`src/sfd_pkg.sv`:
```
// Shared types and constants of the signed floor divider.
// No dependencies; every other file imports it.
package sfd_pkg;

  localparam int unsigned DIVIDEND_WIDTH = 32;
  localparam int unsigned DIVISOR_WIDTH  = 32;

  localparam int unsigned SFD_STEP_BITS = 2;
  localparam int unsigned SFD_STAGES    = (DIVIDEND_WIDTH + SFD_STEP_BITS - 1) / SFD_STEP_BITS;
  localparam int unsigned SFD_QD_WIDTH  = SFD_STAGES * SFD_STEP_BITS;

  typedef enum logic [1:0] {
    SFD_OK       = 2'd0,
    SFD_UNKNOWN  = 2'd1,
    SFD_DIV_ZERO = 2'd2
  } sfd_status_e;

  typedef struct packed {
    sfd_status_e              status;
    logic                     nx;
    logic                     ny;
    logic [DIVISOR_WIDTH-1:0] ay;
    logic [DIVISOR_WIDTH-1:0] rem;
    logic [SFD_QD_WIDTH-1:0]  qd;
  } sfd_pipe_t;

endpackage

```
`src/sfd_if.sv`:
```
// Operand and result channels of the signed floor divider.
// Depends on sfd_pkg.
interface sfd_in_if import sfd_pkg::*; ();
  logic                              valid;
  logic                              ready;
  logic signed [DIVIDEND_WIDTH-1:0] dividend;
  logic                              dividend_known;
  logic signed [DIVISOR_WIDTH-1:0]  divisor;
  logic                              divisor_known;

  modport source (output valid, dividend, dividend_known, divisor, divisor_known,
                  input ready);
  modport sink   (input valid, dividend, dividend_known, divisor, divisor_known,
                  output ready);
endinterface

interface sfd_out_if import sfd_pkg::*; ();
  logic                              valid;
  logic                              ready;
  sfd_status_e                       status;
  logic signed [DIVIDEND_WIDTH-1:0] quotient;
  logic                              quotient_valid;
  logic signed [DIVISOR_WIDTH-1:0]  remainder;
  logic                              remainder_valid;

  modport source (output valid, status, quotient, quotient_valid, remainder,
                  remainder_valid, input ready);
  modport sink   (input valid, status, quotient, quotient_valid, remainder,
                  remainder_valid, output ready);
endinterface

```
`src/sfd_prep.sv`:
```
// Input stage: classifies the operand beat and takes magnitudes.
// Depends on sfd_pkg and sfd_in_if.
module sfd_prep import sfd_pkg::*; (
  input  logic            clk_i,
  input  logic            rst_ni,
  sfd_in_if.sink          in_i,
  output logic            valid_o,
  input  logic            ready_i,
  output sfd_pipe_t       data_o
);

  logic                      valid_q;
  sfd_pipe_t                 data_q;
  sfd_pipe_t                 data_d;
  logic [DIVIDEND_WIDTH-1:0] x;
  logic [DIVISOR_WIDTH-1:0]  y;
  logic [DIVIDEND_WIDTH-1:0] ax;

  assign in_i.ready = !valid_q || ready_i;

  always_comb begin
    x  = in_i.dividend;
    y  = in_i.divisor;
    ax = x[DIVIDEND_WIDTH-1] ? (~x + 1'b1) : x;
    data_d.nx  = x[DIVIDEND_WIDTH-1];
    data_d.ny  = y[DIVISOR_WIDTH-1];
    data_d.ay  = y[DIVISOR_WIDTH-1] ? (~y + 1'b1) : y;
    data_d.rem = '0;
    data_d.qd  = SFD_QD_WIDTH'(ax);
    priority if (!in_i.dividend_known || !in_i.divisor_known) begin
      data_d.status = SFD_UNKNOWN;
    end else if (y == '0) begin
      data_d.status = SFD_DIV_ZERO;
    end else begin
      data_d.status = SFD_OK;
    end
  end

  always_ff @(posedge clk_i or negedge rst_ni) begin
    if (!rst_ni) begin
      valid_q <= 1'b0;
    end else if (in_i.ready) begin
      valid_q <= in_i.valid;
    end
  end

  always_ff @(posedge clk_i) begin
    if (in_i.ready && in_i.valid) begin
      data_q <= data_d;
    end
  end

  assign valid_o = valid_q;
  assign data_o  = data_q;

endmodule

```
`src/sfd_step.sv`:
```
// One divider stage: restoring division over SFD_STEP_BITS quotient bits.
// Depends on sfd_pkg.
module sfd_step import sfd_pkg::*; (
  input  logic      clk_i,
  input  logic      rst_ni,
  input  logic      valid_i,
  output logic      ready_o,
  input  sfd_pipe_t data_i,
  output logic      valid_o,
  input  logic      ready_i,
  output sfd_pipe_t data_o
);

  logic                       valid_q;
  sfd_pipe_t                  data_q;
  sfd_pipe_t                  data_d;
  logic [DIVISOR_WIDTH:0]     shifted;
  logic [DIVISOR_WIDTH+1:0]   diff;

  assign ready_o = !valid_q || ready_i;

  always_comb begin
    data_d  = data_i;
    shifted = '0;
    diff    = '0;
    for (int k = 0; k < SFD_STEP_BITS; k++) begin
      shifted = {data_d.rem, data_d.qd[SFD_QD_WIDTH-1]};
      diff    = {1'b0, shifted} - {2'b00, data_d.ay};
      if (diff[DIVISOR_WIDTH+1]) begin
        data_d.rem = shifted[DIVISOR_WIDTH-1:0];
      end else begin
        data_d.rem = diff[DIVISOR_WIDTH-1:0];
      end
      data_d.qd = {data_d.qd[SFD_QD_WIDTH-2:0], ~diff[DIVISOR_WIDTH+1]};
    end
  end

  always_ff @(posedge clk_i or negedge rst_ni) begin
    if (!rst_ni) begin
      valid_q <= 1'b0;
    end else if (ready_o) begin
      valid_q <= valid_i;
    end
  end

  always_ff @(posedge clk_i) begin
    if (ready_o && valid_i) begin
      data_q <= data_d;
    end
  end

  assign valid_o = valid_q;
  assign data_o  = data_q;

endmodule

```
`src/sfd_fix.sv`:
```
// Output stage: floor correction of the signs and the result register.
// Depends on sfd_pkg and sfd_out_if.
module sfd_fix import sfd_pkg::*; (
  input  logic      clk_i,
  input  logic      rst_ni,
  input  logic      valid_i,
  output logic      ready_o,
  input  sfd_pipe_t data_i,
  sfd_out_if.source out_o
);

  logic                      valid_q;
  sfd_status_e               status_q;
  logic [DIVIDEND_WIDTH-1:0] quot_q, quot_d;
  logic [DIVISOR_WIDTH-1:0]  rem_q, rem_d;
  logic                      res_ok_q;
  logic [DIVIDEND_WIDTH-1:0] qmag;
  logic                      rem_nz;

  assign ready_o = !valid_q || out_o.ready;

  always_comb begin
    qmag   = data_i.qd[DIVIDEND_WIDTH-1:0];
    rem_nz = (data_i.rem != '0);
    quot_d = '0;
    rem_d  = '0;
    if (data_i.status == SFD_OK) begin
      priority if (data_i.nx != data_i.ny && rem_nz) begin
        quot_d = ~qmag;
        rem_d  = data_i.ny ? (data_i.rem - data_i.ay) : (data_i.ay - data_i.rem);
      end else if (data_i.nx != data_i.ny) begin
        quot_d = ~qmag + 1'b1;
      end else begin
        quot_d = qmag;
        rem_d  = data_i.nx ? (~data_i.rem + 1'b1) : data_i.rem;
      end
    end
  end

  always_ff @(posedge clk_i or negedge rst_ni) begin
    if (!rst_ni) begin
      valid_q <= 1'b0;
    end else if (ready_o) begin
      valid_q <= valid_i;
    end
  end

  always_ff @(posedge clk_i) begin
    if (ready_o && valid_i) begin
      status_q <= data_i.status;
      quot_q   <= quot_d;
      rem_q    <= rem_d;
      res_ok_q <= (data_i.status == SFD_OK);
    end
  end

  assign out_o.valid           = valid_q;
  assign out_o.status          = status_q;
  assign out_o.quotient        = quot_q;
  assign out_o.quotient_valid  = res_ok_q;
  assign out_o.remainder       = rem_q;
  assign out_o.remainder_valid = res_ok_q;

endmodule

```
`src/signed_floor_divider_unit.sv`:
```
// Top level of the signed floor divider: input stage, divider stages, output stage.
// Depends on sfd_pkg, sfd_if, sfd_prep, sfd_step and sfd_fix.
//
//   channel | direction | beat contents
//   in_i    | in        | dividend, dividend_known, divisor, divisor_known
//   out_o   | out       | status, quotient, quotient_valid, remainder, remainder_valid
//
// One beat in and one beat out per cycle when neither side stalls.
// The stages are one input stage, one stage per SFD_STEP_BITS quotient bits
// of the restoring divider, and one output stage.
// Each stage holds its beat while the next one stalls; empty stages fill regardless.
// Reset clears only the stage valid bits.
module signed_floor_divider_unit import sfd_pkg::*; (
  input  logic      clk_i,
  input  logic      rst_ni,
  sfd_in_if.sink    in_i,
  sfd_out_if.source out_o
);

  sfd_pipe_t pipe  [SFD_STAGES+1];
  logic      valid [SFD_STAGES+1];
  logic      ready [SFD_STAGES+1];

  sfd_prep u_prep (
    .clk_i   (clk_i),
    .rst_ni  (rst_ni),
    .in_i    (in_i),
    .valid_o (valid[0]),
    .ready_i (ready[0]),
    .data_o  (pipe[0])
  );

  for (genvar s = 0; s < SFD_STAGES; s++) begin : g_step
    sfd_step u_step (
      .clk_i   (clk_i),
      .rst_ni  (rst_ni),
      .valid_i (valid[s]),
      .ready_o (ready[s]),
      .data_i  (pipe[s]),
      .valid_o (valid[s+1]),
      .ready_i (ready[s+1]),
      .data_o  (pipe[s+1])
    );
  end

  sfd_fix u_fix (
    .clk_i   (clk_i),
    .rst_ni  (rst_ni),
    .valid_i (valid[SFD_STAGES]),
    .ready_o (ready[SFD_STAGES]),
    .data_i  (pipe[SFD_STAGES]),
    .out_o   (out_o)
  );

endmodule
```
`src/flat_wrapper.sv`:
```
// flat-port wrapper written by rule: the top's interface ports become plain ports
module signed_floor_divider_unit_flat import sfd_pkg::*;
  (clk_i, rst_ni, in_i_valid, in_i_dividend, in_i_dividend_known, in_i_divisor, in_i_divisor_known, in_i_ready, out_o_valid, out_o_status, out_o_quotient, out_o_quotient_valid, out_o_remainder, out_o_remainder_valid, out_o_ready);
  sfd_in_if in_i_i ();
  sfd_out_if out_o_i ();
  input  logic clk_i;
  input  logic rst_ni;
  input wire logic [$bits(in_i_i.valid)-1:0] in_i_valid;
  input wire logic [$bits(in_i_i.dividend)-1:0] in_i_dividend;
  input wire logic [$bits(in_i_i.dividend_known)-1:0] in_i_dividend_known;
  input wire logic [$bits(in_i_i.divisor)-1:0] in_i_divisor;
  input wire logic [$bits(in_i_i.divisor_known)-1:0] in_i_divisor_known;
  output wire logic [$bits(in_i_i.ready)-1:0] in_i_ready;
  output wire logic [$bits(out_o_i.valid)-1:0] out_o_valid;
  output wire logic [$bits(out_o_i.status)-1:0] out_o_status;
  output wire logic [$bits(out_o_i.quotient)-1:0] out_o_quotient;
  output wire logic [$bits(out_o_i.quotient_valid)-1:0] out_o_quotient_valid;
  output wire logic [$bits(out_o_i.remainder)-1:0] out_o_remainder;
  output wire logic [$bits(out_o_i.remainder_valid)-1:0] out_o_remainder_valid;
  input wire logic [$bits(out_o_i.ready)-1:0] out_o_ready;
  assign in_i_i.valid = in_i_valid;
  assign in_i_i.dividend = in_i_dividend;
  assign in_i_i.dividend_known = in_i_dividend_known;
  assign in_i_i.divisor = in_i_divisor;
  assign in_i_i.divisor_known = in_i_divisor_known;
  assign in_i_ready = in_i_i.ready;
  assign out_o_valid = out_o_i.valid;
  assign out_o_status = out_o_i.status;
  assign out_o_quotient = out_o_i.quotient;
  assign out_o_quotient_valid = out_o_i.quotient_valid;
  assign out_o_remainder = out_o_i.remainder;
  assign out_o_remainder_valid = out_o_i.remainder_valid;
  assign out_o_i.ready = out_o_ready;
  signed_floor_divider_unit u_core (.clk_i(clk_i), .rst_ni(rst_ni), .in_i(in_i_i), .out_o(out_o_i));
endmodule
```
`config.mk`:
```
export PLATFORM = sky130hd
export DESIGN_NAME = signed_floor_divider_unit_flat
export DESIGN_NICKNAME = d
export VERILOG_FILES = /design/src/sfd_pkg.sv /design/src/sfd_if.sv /design/src/sfd_prep.sv /design/src/sfd_step.sv /design/src/sfd_fix.sv /design/src/signed_floor_divider_unit.sv /design/src/flat_wrapper.sv
export SDC_FILE = /design/constraint.sdc
export NUM_CORES = 2
export LEC_CHECK = 0
export ABC_CLOCK_PERIOD_IN_PS = 6400
export BUFFER_PORTS_ARGS = -buffer_cell sky130_fd_sc_hd__clkbuf_2
export CAP_MARGIN = 20
export CORE_ASPECT_RATIO = 0.6
export CORE_MARGIN = 5
export CORE_UTILIZATION = 59
export CTS_CLUSTER_SIZE = 10
export DETAILED_ROUTE_END_ITERATION = 12
export GPL_TIMING_DRIVEN = 0
export PLACE_DENSITY = 0.78
export REMOVE_ABC_BUFFERS = 1
export SLEW_MARGIN = 20
export SYNTH_ARGS = -nofsm -noshare
export SYNTH_HDL_FRONTEND = slang
export SYNTH_SLANG_ARGS = --single-unit
```
`constraint.sdc`:
```
create_clock -name clk_i -period 6.4 [get_ports clk_i]
set_input_delay 1.6 -clock clk_i [delete_from_list [all_inputs] [get_ports clk_i]]
set_output_delay 1.6 -clock clk_i [all_outputs]
set_load 0.1 [all_outputs]
```
==> run metrics <==
outcome finished with violations; failing checks setup timing; die area 0.2095 mm^2; top cell type's share of synthesized area 44.13%; vias in the first global route 86.69k; cell mode on critical path buf_6; first-pass GRT wire length 531,400 um; area leader, netlist edfxtp_1; DR vias 97.67k; count leader, synth edfxtp_1; EDFF count, synth 1,735; Avg Cell Area, Syn 10.33 um^2; Core Rows 127; Crit Path Category flip-flop to flip-flop; total CTS buffers 204; max-cap violation count 0; Max Slew Vio Count 0; post-synthesis sequential area ratio 44.51%; clk sinks 1,753; Clock transition at path regs 0.06 ns; clock insertion delay at the later pin of the skew report 0.90 ns; RSZ-0062 raised after global routing yes; dpl hpwl 264,500 um; H-tree depth 4; most frequent cells after synthesis 1,735 x edfxtp_1, 1,064 x a21oi_1, 1,060 x ha_1; CP max-delay cell edfxtp_1; Synth Register Bits 1,753; largest net degree at the start of global routing 56; IO Count 140; endpoints failing hold 0; Startpoint Class flip-flop; width of the chip 587.5 um; Worst Slack Setup Final -0.8391 ns; initial antenna violation count 10; crit path capture type flip-flop; Worst Tran Pin Value 1.185 ns; Unique masters post-synth 91; Total GRT Usage 32.68%; post-layout min period 7.239 ns; Worst EP required 6.99 ns; Final Skew 0.08995 ns; number of port buffers 139; Min-Delay Path Class flip-flop to flip-flop; clock tree buffer depth 4; Mapped Area 0.1181 mm^2; DRT Pass-1 Iters 8; Placer Congestion 0.9791; Avg Vias per Cell 6.579; Async S/R FF share, synth 1.027%; clock root buffer clkbuf_16; fraction of layout cells with a size suffix above 1 18.75%; Max Fanout on Critical Path 7; Main synth FF type edfxtp_1; number of DRC markers in iteration 0 15.14k; Peak Freq 0.1381 GHz; core area 0.1994 mm^2; CTS tree built; Routed WL 384,100 um; CP Data Arrival Time 7.83 ns; Mapped Cells 11.43k; routed len/inst 25.87 um; Starting Density 59.21%; Remaining Overflow, GRT 0; fin nets 13.31k; Syn-to-layout area delta 18.54%; Final period util 113.1%; slowest stage delay, CP 0.41 ns; Post-DRT Antenna Nets 0; fin util 70.18%; setup violators final 449; Area contributors post-synth edfxtp_1 44%, ha_1 11%, xnor2_1 4.7%, a21oi_1 4.5%, mux2_2 4.4%; Die H 356.5 um; Synth Warn # 0; Slew HR 20.25%; drc violations 0
sequential cells by signal, summed over array words and instances (netlist names):
name	count
u_core.g_step.u_step.data_o	1600
u_core.g_step.u_step.valid_o	16
u_core.u_fix.out_o.quotient	32
u_core.u_fix.out_o.quotient_valid	1
u_core.u_fix.out_o.remainder	32
u_core.u_fix.out_o.status	2
u_core.u_fix.out_o.valid	1
u_core.u_prep.data_o	68
u_core.u_prep.valid_o	1
layout make-up:
cell class	count	area, um^2
timing repair inverter	8	85.08
timing repair buffer	741	7731
fill	13640	59460
tap	2644	3308
clock buffer	253	5331
sequential	1753	52550
multi-input combinational	8575	67450
antenna	2	5.005
clock inverter	8	97.59
inverter	863	3406
kinds of logic after synthesis:
kind of cell / after synthesis / share of synthesized area, %
adders and majority gates: 1093 / 11.79
muxes: 517 / 4.875
other: 1 / 0.003176
buffers and inverters: 1123 / 3.592
xor gates and xnor gates: 932 / 6.914
DFF: 1753 / 44.51
and+or+nand+nor: 2688 / 10.65
AOI/OAI and AO/OA: 3324 / 17.66
what timing repair did:
action	in CTS	in global routing
pin swaps	167	214
buffers inserted	184	293
resized for setup	655	693
cloned	17	41
hold buffers	0	0
endpoints found under the setup margin	528	524
worst paths after layout:
check	startpoint	end	slack [ns]	depth (start not counted)
worst max-delay path	u_core.g_step[6].u_step.data_o[32]	u_core.g_step[7].u_step.data_o[50]	-0.84	35
max in group asynchronous	rst_ni	u_core.g_step[15].u_step.valid_o	5.31	1
worst max register to register	u_core.g_step[6].u_step.data_o[32]	u_core.g_step[7].u_step.data_o[50]	-0.84	35
worst min-delay path	u_core.u_prep.data_o[16]	u_core.g_step[0].u_step.data_o[18]	0.37	0
worst min register to register	u_core.u_prep.data_o[16]	u_core.g_step[0].u_step.data_o[18]	0.37	0
min in group asynchronous	rst_ni	u_core.g_step[10].u_step.valid_o	0.67	1
layer usage:
metal | wire, um | track usage [%] | vias to the layer above | share of wire, %
met5 | 0 | 0 | - | 0
met4 | 4825 | 4.088 | 0 | 1.3
met3 | 71960 | 13.94 | 423 | 19
met2 | 132000 | 37.74 | 6149 | 34
met1 | 175300 | 55.12 | 47330 | 46
li1 | - | - | 43770 | -
cell usage in the layout, fill, tap and decap left out, types with 139 or more instances in the layout:
master,count
nor2_1,812
nand2b_1,155
ha_1,902
inv_1,800
xor2_1,299
o21a_1,161
clkbuf_16,235
a21oi_1,946
nand2_1,742
buf_4,398
o21ai_0,625
xnor2_1,630
clkbuf_2,139
nand3_1,163
mux2_2,398
a21o_1,432
edfxtp_1,1735
worst max-delay path, delay by kind of cell, from the launching register on:
family	cells	cell delay [ns]
flip-flops	1	0.41
multiplexers	1	0.29
AND/OR/NAND/NOR	7	1.21
adder cells (fa/ha/maj)	2	0.62
AO/OA/AOI/OAI	13	2.62
buffers and inverters	12	1.73
through the flow:
stage	cell area [um^2]	setup WS, ns	TNS (ns)	hold WS, ns	instances
2_1_floorplan	117100	-3.889	-893.71	0.4003	11190
3_3_place_gp	121100	-9.937	-4516.64	0.4035	13970
3_5_place_dp	123100	-3.952	-1394.55	0.4045	14060
4_1_cts	133500	-0.5527	-119.59	0.3603	14510
5_1_grt	140000	-0.9536	-220.02	0.3734	14850
6_report	140000	-0.8391	-192.05	0.3729	14850
Power is not shown: default switching activity piles up to over one toggle a cycle in this logic, so the estimate is an artifact.
